[src/triangle_tangent_space_defines.svh]
// Assertion macros for the triangle tangent-space block.
// Included by the top level; expects clk and rst_n in scope.
`ifndef TRIANGLE_TANGENT_SPACE_DEFINES_SVH
`define TRIANGLE_TANGENT_SPACE_DEFINES_SVH

// Whenever pre holds at a clock edge, post must hold at the same edge.
`define TTS_ASSERT_IMPLY(label, pre, post, msg) \
    label: assert property (@(posedge clk) disable iff (!rst_n) (pre) |-> (post)) \
        else $error(msg);

// The condition must never be seen at a clock edge.
`define TTS_ASSERT_NEVER(label, cond, msg) \
    `TTS_ASSERT_IMPLY(label, 1'b1, !(cond), msg)

`endif

[src/tts_pkg.sv]
// Shared constants for the triangle tangent-space block.
// No dependencies; used by the front, queue and back modules.
package tts_pkg;

    localparam int CORNERS     = 3;
    localparam int AXES        = 3;
    // Vector magnitudes are scaled below 2**NORM_BITS before squaring.
    localparam int NORM_BITS   = 30;
    localparam int QUEUE_DEPTH = 2;

endpackage

[src/tts_queue.sv]
// Short triangle queue between the collector and the frame engine.
// Depends on tts_pkg for its depth.
module tts_queue #(
    parameter int WIDTH = 240
) (
    input  logic             clk,
    input  logic             rst_n,
    input  logic             push_valid,
    output logic             push_ready,
    input  logic [WIDTH-1:0] push_data,
    output logic             pop_valid,
    input  logic             pop_ready,
    output logic [WIDTH-1:0] pop_data
);
    import tts_pkg::*;

    localparam int PTR_W = $clog2(QUEUE_DEPTH);

    logic [WIDTH-1:0] entry_reg [QUEUE_DEPTH];
    logic [PTR_W-1:0] wr_ptr_reg;
    logic [PTR_W-1:0] rd_ptr_reg;
    logic [PTR_W:0]   fill_reg;
    logic [PTR_W:0]   fill_next;
    logic             do_push;
    logic             do_pop;

    assign push_ready = fill_reg != (PTR_W + 1)'(QUEUE_DEPTH);
    assign pop_valid  = fill_reg != '0;
    assign pop_data   = entry_reg[rd_ptr_reg];
    assign do_push    = push_valid && push_ready;
    assign do_pop     = pop_valid && pop_ready;

    always_comb
    begin
        fill_next = fill_reg;
        if (do_push && !do_pop)
        begin
            fill_next = fill_reg + 1'b1;
        end
        else if (do_pop && !do_push)
        begin
            fill_next = fill_reg - 1'b1;
        end
    end

    always_ff @(posedge clk or negedge rst_n)
    begin
        if (!rst_n)
        begin
            wr_ptr_reg <= '0;
            rd_ptr_reg <= '0;
            fill_reg   <= '0;
        end
        else
        begin
            fill_reg <= fill_next;
            if (do_push)
            begin
                wr_ptr_reg <= wr_ptr_reg + 1'b1;
            end
            if (do_pop)
            begin
                rd_ptr_reg <= rd_ptr_reg + 1'b1;
            end
        end
    end

    always_ff @(posedge clk)
    begin
        if (do_push)
        begin
            entry_reg[wr_ptr_reg] <= push_data;
        end
    end

endmodule

[config.mk]
export PLATFORM = sky130hd
export DESIGN_NAME = tts_queue
export DESIGN_NICKNAME = d
export VERILOG_FILES = /design/src/triangle_tangent_space_defines.svh /design/src/tts_pkg.sv /design/src/tts_queue.sv
export SDC_FILE = /design/constraint.sdc
export NUM_CORES = 1
export LEC_CHECK = 0
export ABC_AREA = 0
export BUFFER_PORTS_ARGS = -buffer_cell sky130_fd_sc_hd__buf_2
export CORE_UTILIZATION = 30
export CTS_CLUSTER_SIZE = 30
export DETAILED_ROUTE_END_ITERATION = 10
export PLACE_DENSITY = 0.61
export SLEW_MARGIN = 40
export SYNTH_ARGS = -nofsm -noshare
export SYNTH_HDL_FRONTEND = slang
export SYNTH_SLANG_ARGS = --single-unit
[constraint.sdc]
create_clock -name clk -period 13.1 [get_ports clk]
set_input_delay 2.62 -clock clk [delete_from_list [all_inputs] [get_ports clk]]
set_output_delay 2.62 -clock clk [all_outputs]
set_load 0.01 [all_outputs]
==> out/qor.txt <==
Run status: finished clean
Pwr Density: 224 nW/um^2
Avg Inst Size Synth: 23.9 sq um
Leak: 9.03 nW
DR iter-0 viols: 350
Most frequent cells in the layout: buf_2 (485), edfxtp_1 (480), mux2_4 (190)
Die ar.: 62000 sq um
Area of the mapped netlist: 18300 sq um
Worst Tran Pin Value: 0.794 ns
DRT antenna net count: 0
VDD IR max: 0.140 mV
Max_slew headroom: 47.1%
Final Cell Area: 23100 sq um
Global Route met3 Usage: 4.46%
Hpwl dp: 25.6 mm
Post-synthesis sequential area ratio: 79.3%
Clock skew: 0.0164 ns
Detailed Route WL: 37.8 mm
Met2 Resource Use GR: 19.9%
CTS sink count: 484
CTS resizes: 0
Final hold slack: 0.496 ns
Final setup TNS: 0 ns
Layout cells sized above 1: 60.8%
Routed len/inst: 17.9 um
# H-tree levels: 2
CP Class: register to output pin
RSZ-0062 raised after global routing: false
PortBufs: 485
Worst-path fanout max: 58
Row count: 90
Post-DP Area: 21600 sq um
Max Cap Viol: 0
Residual DRC count: 0
Busiest layer in global routing: met2
RD Place Congestion: 0.758
Nets@finish: 1532
Chip Width: 249 um
Met1 Resource Use GR: 13.7%
Layout fillers: 5622
Max-slew violations: 0
Synth-to-Final Area Change: 26.4%
Synth warnings: 0
Via-to-Cell Ratio: 4.25
Crit path launch type: register
Crit. End Element: output pin
Post-Syn Nets: 1010
Global Route Usage Sum: 11.7%
Period utilization: 46.3%
Root Buffer: clkbuf_16
Vias in the first global route: 9557
CTS tree: yes
Initial antenna violation count: 9
Netlist cell types: 16
WP data required: 10.48 ns
Worst hold path type: register to register
CP Data Arrival Time: 3.45 ns
Max reg flops: 480
Ports: 486
Dpl cells: 2015
Clock Tree Buf Depth: 3
Global-route wire length before repair: 55.9 mm
Initial Util: 30.3%
Vias: 8982
Commonest non-fill, non-tap cell in the layout: buf_2
Num CTS Buffers: 51
Post-CTS setup buffer count: 0
Hold buffers post-CTS: 0
First-pass iteration count of the detailed router: 4
Pin count of the biggest net entering global routing: 94
FMAX: 0.165 GHz
Clock Pin Slew Worst Setup and Hold Paths: 0.06 ns
Final Hold Viols: 0
Gr ovfl total: 0
Synthesized flop and latch total: 484
Die height: 249 um
Minimum clock period: 6.07 ns
Synthesized instance count: 765
Final cell count without fillers: 2114
Clk_lat worst skew: 0.57 ns
Core ar.: 60400 sq um
Final setup violation count: 0
==> layout make-up <==
cell class,count,area [sq um],area share [%]
inverter,1,3.75,0.0162
timing repair buffer,496,2580,11.2
sequential,484,14500,62.7
clock inverter,29,180,0.779
multi-input combinational,253,3520,15.2
clock buffer,65,1350,5.83
tap,782,978,4.23
antenna,4,10.0,0.0433
==> Yosys cell counts <==
cell type | instances | area (sq um)
and3_1 | 1 | 6.26
buf_2 | 5 | 25.0
buf_6 | 21 | 236
buf_8 | 1 | 15.0
dfrtp_1 | 4 | 100
edfxtp_1 | 480 | 14400
ha_1 | 1 | 12.5
inv_1 | 1 | 3.75
mux2_2 | 50 | 563
mux2_4 | 190 | 2850
nand2_1 | 2 | 7.51
nand2b_1 | 1 | 6.26
nor2_1 | 2 | 7.51
or2_2 | 1 | 6.26
xnor2_1 | 3 | 26.3
xor2_1 | 2 | 17.5
==> per-layer routing <==
metal | up-vias | share of wire [%]
li1 | 4116 | -
met1 | 4454 | 40
met2 | 336 | 49
met3 | 62 | 8.3
met4 | 14 | 2.0
met5 | - | 0.23
==> worst paths after layout <==
kind                                               from  cells after the start  slack [ns]                           to
worst min register to register  fill_reg[1]$_DFFE_PN0P_                      1        0.50      fill_reg[1]$_DFFE_PN0P_
max in group asynchronous                         rst_n                      1       11.12       rd_ptr_reg$_DFFE_PN0P_
worst max-delay path             rd_ptr_reg$_DFFE_PN0P_                      4        7.03                 pop_data[83]
worst min-delay path            fill_reg[1]$_DFFE_PN0P_                      1        0.50      fill_reg[1]$_DFFE_PN0P_
worst max register to register  fill_reg[0]$_DFFE_PN0P_                      5       10.46  entry_reg[0][201]$_DFFE_PP_
min in group asynchronous                         rst_n                      1        1.85       wr_ptr_reg$_DFFE_PN0P_
==> through the flow <==
step / power (mW) / util (%) / setup slack (ns)
after floorplan: 3.45 / - / 3.67
final: 5.18 / 38.3 / 7.03
after detailed placement: 3.93 / 35.7 / 7.51
after CTS: 5.26 / 38.3 / 6.90
after global routing: 5.42 / 38.3 / 6.86
after global placement: 3.90 / 35.7 / 7.33
==> cells by family after synthesis <==
family,after synthesis,share of synthesized area (%)
and+or+nand+nor,7,0.185
muxes,240,18.7
DFF,484,79.3
buffers and inverters,28,1.53
adders and majority gates,1,0.0684
xor gates and xnor gates,5,0.239
==> worst max-delay path, cell delays in order (launching register included) <==
cell and delay [ns]:
dfrtp_4 0.86, buf_4 0.69, buf_6 0.68, mux2_4 0.36
buf_2 0.14
==> power breakdown <==
| part | total, mW | internal [mW] | switching (mW) |
|---|---|---|---|
| combinational | 1.64 | 0.802 | 0.837 |
| sequential | 2.23 | 2.12 | 0.109 |
| clock | 1.31 | 0.747 | 0.565 |
| total | 5.18 | 3.67 | 1.51 |
Note: power is estimated with default switching activity, not from simulation.
