--- src/triangle_tangent_space_defines.svh ---
// Assertion macros for the triangle tangent-space block.
// Included by the top level; expects clk and rst_n in scope.
`ifndef TRIANGLE_TANGENT_SPACE_DEFINES_SVH
`define TRIANGLE_TANGENT_SPACE_DEFINES_SVH

// Whenever pre holds at a clock edge, post must hold at the same edge.
`define TTS_ASSERT_IMPLY(label, pre, post, msg) \
    label: assert property (@(posedge clk) disable iff (!rst_n) (pre) |-> (post)) \
        else $error(msg);

// The condition must never be seen at a clock edge.
`define TTS_ASSERT_NEVER(label, cond, msg) \
    `TTS_ASSERT_IMPLY(label, 1'b1, !(cond), msg)

`endif

--- src/tts_pkg.sv ---
// Shared constants for the triangle tangent-space block.
// No dependencies; used by the front, queue and back modules.
package tts_pkg;

    localparam int CORNERS     = 3;
    localparam int AXES        = 3;
    // Vector magnitudes are scaled below 2**NORM_BITS before squaring.
    localparam int NORM_BITS   = 30;
    localparam int QUEUE_DEPTH = 2;

endpackage

--- src/tts_ifs.sv ---
// Stream interfaces of the triangle tangent-space block.
// One carries triangle corners in, the other tangent frames out.
interface tts_corner_if #(
    parameter int INDEX_BITS = 16,
    parameter int POS_BITS   = 32,
    parameter int UV_BITS    = 16
) ();
    logic                         valid;
    logic                         ready;
    logic [INDEX_BITS-1:0]        vertex_index;
    logic signed [POS_BITS-1:0]   pos_x;
    logic signed [POS_BITS-1:0]   pos_y;
    logic signed [POS_BITS-1:0]   pos_z;
    logic signed [UV_BITS-1:0]    tex_u;
    logic signed [UV_BITS-1:0]    tex_v;

    modport source (output valid, vertex_index, pos_x, pos_y, pos_z, tex_u, tex_v,
                    input ready);
    modport sink (input valid, vertex_index, pos_x, pos_y, pos_z, tex_u, tex_v,
                  output ready);
endinterface


--- src/tts_front.sv ---
// Corner collector: holds the first two corners of a triangle and pushes
// the whole triangle as one record. Depends on tts_pkg and tts_corner_if.
module tts_front #(
    parameter int INDEX_BITS = 16,
    parameter int POS_BITS   = 32,
    parameter int UV_BITS    = 16,
    localparam int CW = INDEX_BITS + tts_pkg::AXES * POS_BITS + 2 * UV_BITS,
    localparam int RW = tts_pkg::CORNERS * CW
) (
    input  logic          clk,
    input  logic          rst_n,
    tts_corner_if.sink    corner,
    output logic          push_valid,
    input  logic          push_ready,
    output logic [RW-1:0] push_data
);
    import tts_pkg::*;

    logic [1:0]    count_reg;
    logic [1:0]    count_next;
    logic [CW-1:0] held_reg [CORNERS-1];
    logic [CW-1:0] cur;
    logic          accept;

    assign cur = {corner.tex_v, corner.tex_u, corner.pos_z, corner.pos_y,
                  corner.pos_x, corner.vertex_index};

    // The third corner passes straight through to the queue.
    assign corner.ready = !count_reg[1] || push_ready;
    assign push_valid   = corner.valid && count_reg[1];
    assign push_data    = {cur, held_reg[1], held_reg[0]};
    assign accept       = corner.valid && corner.ready;

    always_comb
    begin
        count_next = count_reg;
        if (accept)
        begin
            count_next = count_reg[1] ? 2'd0 : count_reg + 2'd1;
        end
    end

    always_ff @(posedge clk or negedge rst_n)
    begin
        if (!rst_n)
        begin
            count_reg <= 2'd0;
        end
        else
        begin
            count_reg <= count_next;
        end
    end

    always_ff @(posedge clk)
    begin
        if (accept && !count_reg[1])
        begin
            held_reg[count_reg[0]] <= cur;
        end
    end

endmodule

--- src/flat_wrapper.sv ---
// flat-port wrapper written by rule: the top's interface ports become plain ports
module tts_front_flat import tts_pkg::*;
#(
    parameter int INDEX_BITS = 16,
    parameter int POS_BITS   = 32,
    parameter int UV_BITS    = 16,
    localparam int CW = INDEX_BITS + tts_pkg::AXES * POS_BITS + 2 * UV_BITS,
    localparam int RW = tts_pkg::CORNERS * CW
)
  (clk, rst_n, push_valid, push_ready, push_data, corner_valid, corner_vertex_index, corner_pos_x, corner_pos_y, corner_pos_z, corner_tex_u, corner_tex_v, corner_ready);
  tts_corner_if #(.INDEX_BITS(INDEX_BITS), .POS_BITS(POS_BITS), .UV_BITS(UV_BITS)) corner_i ();
  input  logic clk;
  input  logic rst_n;
  output logic push_valid;
  input  logic push_ready;
  output logic [RW-1:0] push_data;
  input wire logic [$bits(corner_i.valid)-1:0] corner_valid;
  input wire logic [$bits(corner_i.vertex_index)-1:0] corner_vertex_index;
  input wire logic [$bits(corner_i.pos_x)-1:0] corner_pos_x;
  input wire logic [$bits(corner_i.pos_y)-1:0] corner_pos_y;
  input wire logic [$bits(corner_i.pos_z)-1:0] corner_pos_z;
  input wire logic [$bits(corner_i.tex_u)-1:0] corner_tex_u;
  input wire logic [$bits(corner_i.tex_v)-1:0] corner_tex_v;
  output wire logic [$bits(corner_i.ready)-1:0] corner_ready;
  assign corner_i.valid = corner_valid;
  assign corner_i.vertex_index = corner_vertex_index;
  assign corner_i.pos_x = corner_pos_x;
  assign corner_i.pos_y = corner_pos_y;
  assign corner_i.pos_z = corner_pos_z;
  assign corner_i.tex_u = corner_tex_u;
  assign corner_i.tex_v = corner_tex_v;
  assign corner_ready = corner_i.ready;
  tts_front #(.INDEX_BITS(INDEX_BITS), .POS_BITS(POS_BITS), .UV_BITS(UV_BITS)) u_core (.clk(clk), .rst_n(rst_n), .corner(corner_i), .push_valid(push_valid), .push_ready(push_ready), .push_data(push_data));
endmodule
--- config.mk ---
export PLATFORM = sky130hd
export DESIGN_NAME = tts_front_flat
export DESIGN_NICKNAME = d
export VERILOG_FILES = /design/src/triangle_tangent_space_defines.svh /design/src/tts_pkg.sv /design/src/tts_ifs.sv /design/src/tts_front.sv /design/src/flat_wrapper.sv
export SDC_FILE = /design/constraint.sdc
export NUM_CORES = 1
export LEC_CHECK = 0
export ABC_AREA = 1
export BUFFER_PORTS_ARGS = -buffer_cell sky130_fd_sc_hd__clkbuf_2
export CAP_MARGIN = 20
export CORE_AREA = 2 2 229 231
export DETAILED_ROUTE_END_ITERATION = 8
export DIE_AREA = 0 0 231 233
export SKIP_LAST_GASP = 1
export SYNTH_ARGS = -nofsm -noshare
export SYNTH_HDL_FRONTEND = slang
export SYNTH_SLANG_ARGS = --single-unit
export TNS_END_PERCENT = 5
--- constraint.sdc ---
create_clock -name clk -period 7.2 [get_ports clk]
set_clock_uncertainty 0.2 [all_clocks]
set_input_delay 1.08 -clock clk [delete_from_list [all_inputs] [get_ports clk]]
set_output_delay 1.08 -clock clk [all_outputs]
set_load 0.1 [all_outputs]
==> implementation parameters, run 1 <==
Parameter                              Value

Logic synthesis
  Synthesized Nets    approximately 600
  Mean Syn Cell Area    approximately 22 um2
  Number of different library cells in the post-synthesis netlist    7
  Post-synthesis instance area    9840 um2
  Register bit total from synthesis    290
  Cell accounting for the most synthesized area    sky130_fd_sc_hd__edfxtp_1
  Cells after Synth    approximately 450
  Area fraction of the dominant cell type after synthesis    between 80% and 90%
  Portion of the post-synthesis area used by sequential elements    between 80% and 90%
  Yosys Warn Count    0
  Cell types occupying the most area after synthesis    sky130_fd_sc_hd__edfxtp_1, sky130_fd_sc_hd__buf_4, sky130_fd_sc_hd__dfrtp_1, sky130_fd_sc_hd__inv_1, sky130_fd_sc_hd__nand2_1

Clocking
  Number of buffers added by the clock tree synthesis step    30
  Number of buffers inserted for hold repair after clock tree synthesis    0
  Max clock buf depth    3
  Cell at the root of the clock tree    sky130_fd_sc_hd__clkbuf_16
  Clock tree from TritonCTS    built
  Clock slew at reported path FFs    roughly 60 ps
  Post-cts resize count    0
  H-tree depth reported by CTS    1
  Total setup buffers inserted after CTS    0
  Worst-Skew Late Latency    about 570 ps
  Number of sinks driven by the clock tree    a little under 300

Timing
  Max_slew headroom    about two fifths
  Total negative slack    0 ps
  Min Hold Slack    87.8 ps
  Final Setup Violations    0
  Endpoints failing hold    0
  Max-slew violation count    0
  Fmax    approximately 330 MHz
  Shortest clock period the worst path allows after layout    around 3100 ps
  Slew of the pin with the lowest slew margin    just over 900 ps
  Unrepaired setup endpoints after global routing    no
  PnR worst setup slack    approximately 4100 ps
  Post-route clock period utilization    a little over two fifths

Power and ir drop
  Comb pwr share    between 40% and 50%
  Switch share    roughly 50%
  Net load switching power    between 3 and 4 mW
  Sequential Power Share    between 30% and 40%
  Clock network power share    a little over a fifth
  Internal    roughly 3.3 mW
  Static leakage    approximately 5.6 nW
  Cell Pwr Density    approximately 500 nW/um2
  Worst voltage drop across the vdd grid    ~0.00026 V

Final layout
  Area added between synthesis and finish    37.1%
  Diodes inserted    0
  Largest register FFs    approximately 290
  Fin nets    1070
  Fraction of layout cells with a size suffix above 1    66.9%

Floorplan
  Floorplan die area    ~54000 um2
  Overall die width    between 200 and 250 um
  Top Ports    slightly below 600
  Vertical die dimension    between 200 and 250 um
  Site row count    between 80 and 90
  Initial core utilization    between 10% and 20%
  Core Footprint    a little over 50000 um2

Worst hold path
  Type of the most critical hold path    input pin to asynchronous set/reset pin

GRT
  Global Route Usage Sum    approximately 8.6%
  Number of global-route vias before repair    5275
  Initial antenna violation count    1
  Pin count of the biggest net entering global routing    64
  Wire length of the first global-routing pass    about 34000 um
  Overflow after GRT    0

Route
  Residual DRC    0
  Avg Vias per Cell    ~3.4
  Count of antenna-violating nets left after detailed routing    0
  Average wire length per cell after detail routing    about 16 um
  Total via count after detailed routing    approximately 5600
  DRT Pass-1 Iters    4
  Final Routed Wirelength    around 26000 um
  Number of DRC violations after detailed-routing iteration 0    250

Worst setup path
  Critical-path cell with the highest stage delay    sky130_fd_sc_hd__clkbuf_2
  Critical path class    input pin to output port
  Worst Setup Start Kind    input pin
  CP required    a little under 6000 ps
  Critical path peak fanout    4
  Element type at the critical path end    output port
  Cells on worst reg2reg path    4
  CP arrival    1770 ps
  Source of the worst register-to-register timing path    u_core.count_reg[1]
  Ordered cell list for the critical path    clkbuf_2, nand2_1, inv_1, clkbuf_2
  Start point of the critical path    corner_valid
  Cell type with the highest occurrence count on the critical path    sky130_fd_sc_hd__clkbuf_2
  Stage delay of the slowest cell on the critical path    440 ps

Placement
  Worst setup timing slack at the placement stage    just over 4000 ps
  Port-buffer cells    581
  Final estimated routing congestion in global placement    approximately 0.78
  Detailed placement HPWL    approximately 19000 um

Flow run
  Number of max-cap violations    0

Run status
  Status    finished, final reports clean
-- stage by stage --
step	area, um2	total power [mW]	instances	utilization, %
detailed placement	12600	5.31	1570	24.6
floorplan	9840	4.92	449	-
CTS	13500	6.82	1624	26.4
finish	13500	6.72	1624	26.4
global placement	12600	5.30	1570	24.6
global route	13500	6.93	1624	26.4
-- final timing paths --
kind | endpoint | slack, ps
worst max register to register | u_core.held_reg[1][71] | 4830
min in group clk | u_core.count_reg[0] | 310
worst max-delay path | push_valid | 4150
worst min-delay path | u_core.count_reg[0] | 90
worst min register to register | u_core.count_reg[0] | 310
max in group asynchronous | u_core.count_reg[1] | 6610
-- kinds of logic (layout without fill, tap and decap cells) --
family / Yosys count / after routing / share of synthesized area, %
flops: 290 / 290 / 88.4
buf+inv: 150 / 645 / 11.2
simple gates: 9 / 9 / 0.419
-- worst max-delay path, delay by kind of cell --
kind | cells | cell delay, ps
simple gates | 1 | 60
buf+inv | 3 | 620
-- synthesized netlist by cell type --
master,instances
sky130_fd_sc_hd__nand2_1,5
sky130_fd_sc_hd__nand2_2,2
sky130_fd_sc_hd__edfxtp_1,288
sky130_fd_sc_hd__inv_1,6
sky130_fd_sc_hd__buf_4,144
sky130_fd_sc_hd__nand3_1,2
sky130_fd_sc_hd__dfrtp_1,2
-- power groups by stage --
stage / Clock, mW / Sequential [mW] / Combinational, mW
global route: 1.59 / 2.38 / 2.96
detailed placement: 0 / 2.39 / 2.92
floorplan: 0 / 4.38 / 0.544
CTS: 1.54 / 2.36 / 2.92
finish: 1.48 / 2.35 / 2.90
global placement: 0 / 2.38 / 2.92
-- cell usage in the layout, fill, tap and decap left out --
cell                         count
sky130_fd_sc_hd__buf_4           4
sky130_fd_sc_hd__nand2_2         2
sky130_fd_sc_hd__edfxtp_1      288
sky130_fd_sc_hd__bufinv_16       2
sky130_fd_sc_hd__dfrtp_1         2
sky130_fd_sc_hd__clkinv_1        5
sky130_fd_sc_hd__clkbuf_16      31
sky130_fd_sc_hd__clkbuf_1        6
sky130_fd_sc_hd__clkbuf_2      581
sky130_fd_sc_hd__inv_6           3
sky130_fd_sc_hd__inv_1           4
sky130_fd_sc_hd__clkinvlp_4      1
sky130_fd_sc_hd__nand3_1         2
sky130_fd_sc_hd__clkinv_2        8
sky130_fd_sc_hd__nand2_1         5
-- final cells by class --
cell class | count | area (um2)
Clock buffer | 37 | 798
Clock inverter | 17 | 135
Fill cell | 5238 | 37600
Inverter | 6 | 32.5
Multi-Input combinational cell | 9 | 41.3
Sequential cell | 290 | 8700
Tap cell | 680 | 851
Timing Repair Buffer | 585 | 2940
-- metal layers --
layer | vias up | routed length, um | global-route usage (%)
met1 | 2724 | 9910 | 10.2
met4 | 0 | 811 | 3.02
met5 | - | 0 | 0
met3 | 35 | 2100 | 2.50
li1 | 2493 | - | -
met2 | 342 | 12700 | 14.7
Note: power is estimated with default switching activity, not from simulation.
==> run 2, diff against run 1 <==
- ABC_AREA: 1 -> 0
- CORE_AREA: 2 2 229 231 -> 2 2 226 228
- DIE_AREA: 0 0 231 233 -> 0 0 228 230
- clock period: 7.2 -> 2.9 ns (I/O delays scaled with it)
==> implementation parameters, run 2 <==
Parameter                              Value

Run status
  Status    finished, final reports clean (unchanged)

Logic synthesis
  Most common library cells after synthesis    sky130_fd_sc_hd__edfxtp_1, sky130_fd_sc_hd__buf_4, sky130_fd_sc_hd__and2_1, sky130_fd_sc_hd__dfrtp_1 (was sky130_fd_sc_hd__edfxtp_1, sky130_fd_sc_hd__buf_4, sky130_fd_sc_hd__inv_1, sky130_fd_sc_hd__nand2_1)
  Post-synth EDFFs    288 (unchanged)
  Cell types occupying the most area after synthesis    sky130_fd_sc_hd__edfxtp_1, sky130_fd_sc_hd__buf_4, sky130_fd_sc_hd__dfrtp_1, sky130_fd_sc_hd__a2bb2oi_2, sky130_fd_sc_hd__nor2b_4 (was sky130_fd_sc_hd__edfxtp_1, sky130_fd_sc_hd__buf_4, sky130_fd_sc_hd__dfrtp_1, sky130_fd_sc_hd__inv_1, sky130_fd_sc_hd__nand2_1)
  Area fraction of the dominant cell type after synthesis    87.7% (was 87.9%)
  Post-synthesis instance area    9860 um2 (was 9840 um2)
  Most used standard cell by instance count after synthesis    sky130_fd_sc_hd__edfxtp_1 (unchanged)
  Cells after Synth    443 (was 449)
  Cell accounting for the most synthesized area    sky130_fd_sc_hd__edfxtp_1 (unchanged)
  Number of different library cells in the post-synthesis netlist    11 (was 7)
  Proportion of synthesized flip-flops having asynchronous set or reset    0.690% (unchanged)
  Most instantiated flip-flop cell in the synthesis netlist    sky130_fd_sc_hd__edfxtp_1 (unchanged)
  Portion of the post-synthesis area used by sequential elements    88.3% (was 88.4%)
  Synthesized Nets    591 (was 597)
  Yosys Warn Count    0 (unchanged)
  Mean Syn Cell Area    22.2 um2 (was 21.9 um2)
  Register bit total from synthesis    290 (unchanged)

Clocking
  Worst-Skew Late Latency    560 ps (was 570 ps)
  Clock tree from TritonCTS    built (unchanged)
  Post-cts resize count    0 (unchanged)
  Max clock buf depth    3 (unchanged)
  H-tree depth reported by CTS    1 (unchanged)
  Number of buffers added by the clock tree synthesis step    31 (was 30)
  Total setup buffers inserted after CTS    0 (unchanged)
  Number of sinks driven by the clock tree    290 (unchanged)
  Cell at the root of the clock tree    sky130_fd_sc_hd__clkbuf_16 (unchanged)
  Clock slew at reported path FFs    60 ps (about the same)

Placement
  Port-buffer cells    581 (unchanged)
  Placed Instances    1568 (was 1570)
  Worst setup timing slack at the placement stage    859 ps (was 4080 ps)
  Final estimated routing congestion in global placement    0.808 (was 0.782)
  Detailed placement HPWL    19100 um (was 19000 um)

Timing
  Final Setup Violations    0 (unchanged)
  Slew of the pin with the lowest slew margin    614 ps (was 927 ps)
  Fmax    just over 400 MHz
  Max-slew violation count    0 (unchanged)
  Post-route clock period utilization    between 80% and 90%
  Max_slew headroom    59.2% (was 38.2%)
  Endpoints failing hold    0 (unchanged)
  PnR worst setup slack    481 ps (was 4150 ps)
  Unrepaired setup endpoints after global routing    no (unchanged)
  Shortest clock period the worst path allows after layout    roughly 2400 ps

Route
  Residual DRC    0 (unchanged)
  Number of DRC violations after detailed-routing iteration 0    245 (was 250)
  Met2 routed wirelength    14400 um (was 12700 um)
  Count of antenna-violating nets left after detailed routing    0 (unchanged)
  Final Routed Wirelength    27900 um (was 25500 um)
  Total via count after detailed routing    6268 (was 5594)
  Top routing layer in use    met4 (unchanged)
  Average wire length per cell after detail routing    15.8 um (was 15.7 um)
  DRT Pass-1 Iters    4 (unchanged)
  Met3 wire length    2290 um (was 2100 um)
  Met1 wire length    10400 um (was 9910 um)
  Avg Vias per Cell    3.54 (was 3.44)

Worst setup path
  CP required    2270 ps (was 5920 ps)
  Worst Setup Start Kind    input pin (unchanged)
  Source of the worst register-to-register timing path    u_core.count_reg[1] (unchanged)
  R2r setup slk    1030 ps (was 4830 ps)
  Element type at the critical path end    output port (unchanged)
  Cell type with the highest occurrence count on the critical path    sky130_fd_sc_hd__clkbuf_2 (unchanged)
  Critical-path cell with the highest stage delay    sky130_fd_sc_hd__dlygate4sd3_1 (was sky130_fd_sc_hd__clkbuf_2)
  Cells on worst reg2reg path    3 (was 4)
  Critical path class    input pin to output port (unchanged)
  Ordered cell list for the critical path    dlygate4sd3_1, clkbuf_2, and2_2, clkbuf_2 (was clkbuf_2, nand2_1, inv_1, clkbuf_2)
  CP arrival    1780 ps (was 1770 ps)
  Critical path peak fanout    5 (was 4)
  Stage delay of the slowest cell on the critical path    520 ps (was 440 ps)
  Crit Reg-Reg Endpoint    u_core.held_reg[0][15] (was u_core.held_reg[1][71])

Final layout
  Number of standard cells in the final layout excluding fillers    1772 (was 1624)
  Area added between synthesis and finish    53.9% (was 37.1%)
  Largest register FFs    288 (unchanged)
  Leading cell types in the layout, fill and taps excluded    sky130_fd_sc_hd__clkbuf_2, sky130_fd_sc_hd__edfxtp_1, sky130_fd_sc_hd__dlygate4sd3_1 (was sky130_fd_sc_hd__clkbuf_2, sky130_fd_sc_hd__edfxtp_1, sky130_fd_sc_hd__clkbuf_16)
  Area of the multi-input gates    81.3 um2 (was 41.3 um2)
  Fraction of layout cells with a size suffix above 1    58.9% (was 66.9%)
  Post-layout util    30.4% (was 26.4%)
  Diodes inserted    0 (unchanged)
  Reg area    8700 um2 (unchanged)
  Commonest non-fill, non-tap cell in the layout    sky130_fd_sc_hd__clkbuf_2 (unchanged)
  Fin nets    1226 (was 1070)
  Filler instances    4868 (was 5238)

Floorplan
  Overall die width    228 um (was 231 um)
  Top Ports    582 (unchanged)
  Core Footprint    49900 um2 (was 51100 um2)
  Vertical die dimension    230 um (was 233 um)
  Floorplan die area    52400 um2 (was 53800 um2)
  Site row count    82 (was 83)
  Initial core utilization    19.8% (was 19.3%)

Power and ir drop
  Worst voltage drop across the vdd grid    0.000561 V (was 0.000258 V)
  Static leakage    6.29 nW (was 5.65 nW)
  Cell Pwr Density    1020 nW/um2 (was 498 nW/um2)
  Total power draw    15.5 mW (was 6.72 mW)

GRT
  Number of global-route vias before repair    6585 (was 5275)
  Initial antenna violation count    1 (unchanged)
  Pin count of the biggest net entering global routing    64 (unchanged)
  Global Route Usage Sum    9.98% (was 8.57%)
  Overflow after GRT    0 (unchanged)
  Wire length of the first global-routing pass    40100 um (was 34200 um)

Worst hold path
  Type of the most critical hold path    flip-flop to flip-flop (was input pin to asynchronous set/reset pin)
  Beginning of the worst hold path    u_core.count_reg[0]
  WHS Path Cells    1
  Endpoint of the worst hold-timing path    u_core.count_reg[0]

Flow run
  Number of max-cap violations    0 (unchanged)
## run 2: cell count changes after synthesis, moves of 2 or more
cell                      previous run  this run
sky130_fd_sc_hd__nand3_1             2         0
sky130_fd_sc_hd__nand2_2             2         0
sky130_fd_sc_hd__and2_1              0         2
sky130_fd_sc_hd__inv_1               6         0
sky130_fd_sc_hd__nand2_1             5         0
## run 2: logic make-up (layout without fill, tap and decap cells)
family	after synthesis	after routing	synth area share, %
buffers and inverters	144	801	11.0
AOI/OAI and AO/OA	3	3	0.267
DFF	290	290	88.3
and+or+nand+nor	6	6	0.508
## run 2: worst max-delay path, delay by kind of cell
kind	cells	cell delay, ps
and+or+nand+nor	1	200
buffers and inverters	3	1150
## run 2: through the flow
step / hold WS, ps / TNS, ps / cell area [um2]
final: 398 / 0 / 15200
after global routing: 379 / 0 / 15200
after CTS: 355 / 0 / 15200
after detailed placement: 25.6 / 0 / 12700
after global placement: 21.4 / 0 / 12700
after floorplan: -60.6 / -11360 / 9860
## run 2: how the worst max path moves through the flow
stage | from | to | cells past startpoint
3_3_place_gp | corner_valid | u_core.held_reg[0][34] | 5
4_1_cts | corner_valid | push_valid | 4
5_1_grt | corner_valid | push_valid | 4
3_5_place_dp | corner_valid | u_core.held_reg[0][82] | 5
2_1_floorplan | corner_valid | u_core.held_reg[0][0] | 2
6_report | corner_valid | push_valid | 4
## run 2: area by class of cell
type	count	share of cell area [%]
well taps	672	5.54
repair buffers	746	30.4
clock buffers	34	5.19
clock inverters	21	0.957
flip-flops and latches	290	57.3
multi-input cells	9	0.536
## run 2: power breakdown
group	internal, mW	switching, mW	leakage [nW]
clock	2.04	1.56	0.458
combinational	0.767	5.53	3.18
sequential	5.40	0.185	2.66
## run 2: metal layers
metal	vias up	track usage (%)
met5	-	0
met4	0	3.76
met3	50	2.91
met2	373	18.1
met1	3040	11.0
li1	2805	-
## run 2: timing repair
| action | CTS | global route |
|---|---|---|
| endpoints found under the hold margin | 292 | 0 |
| endpoints found under the setup margin | 0 | 0 |
| hold buffers | 149 | 0 |
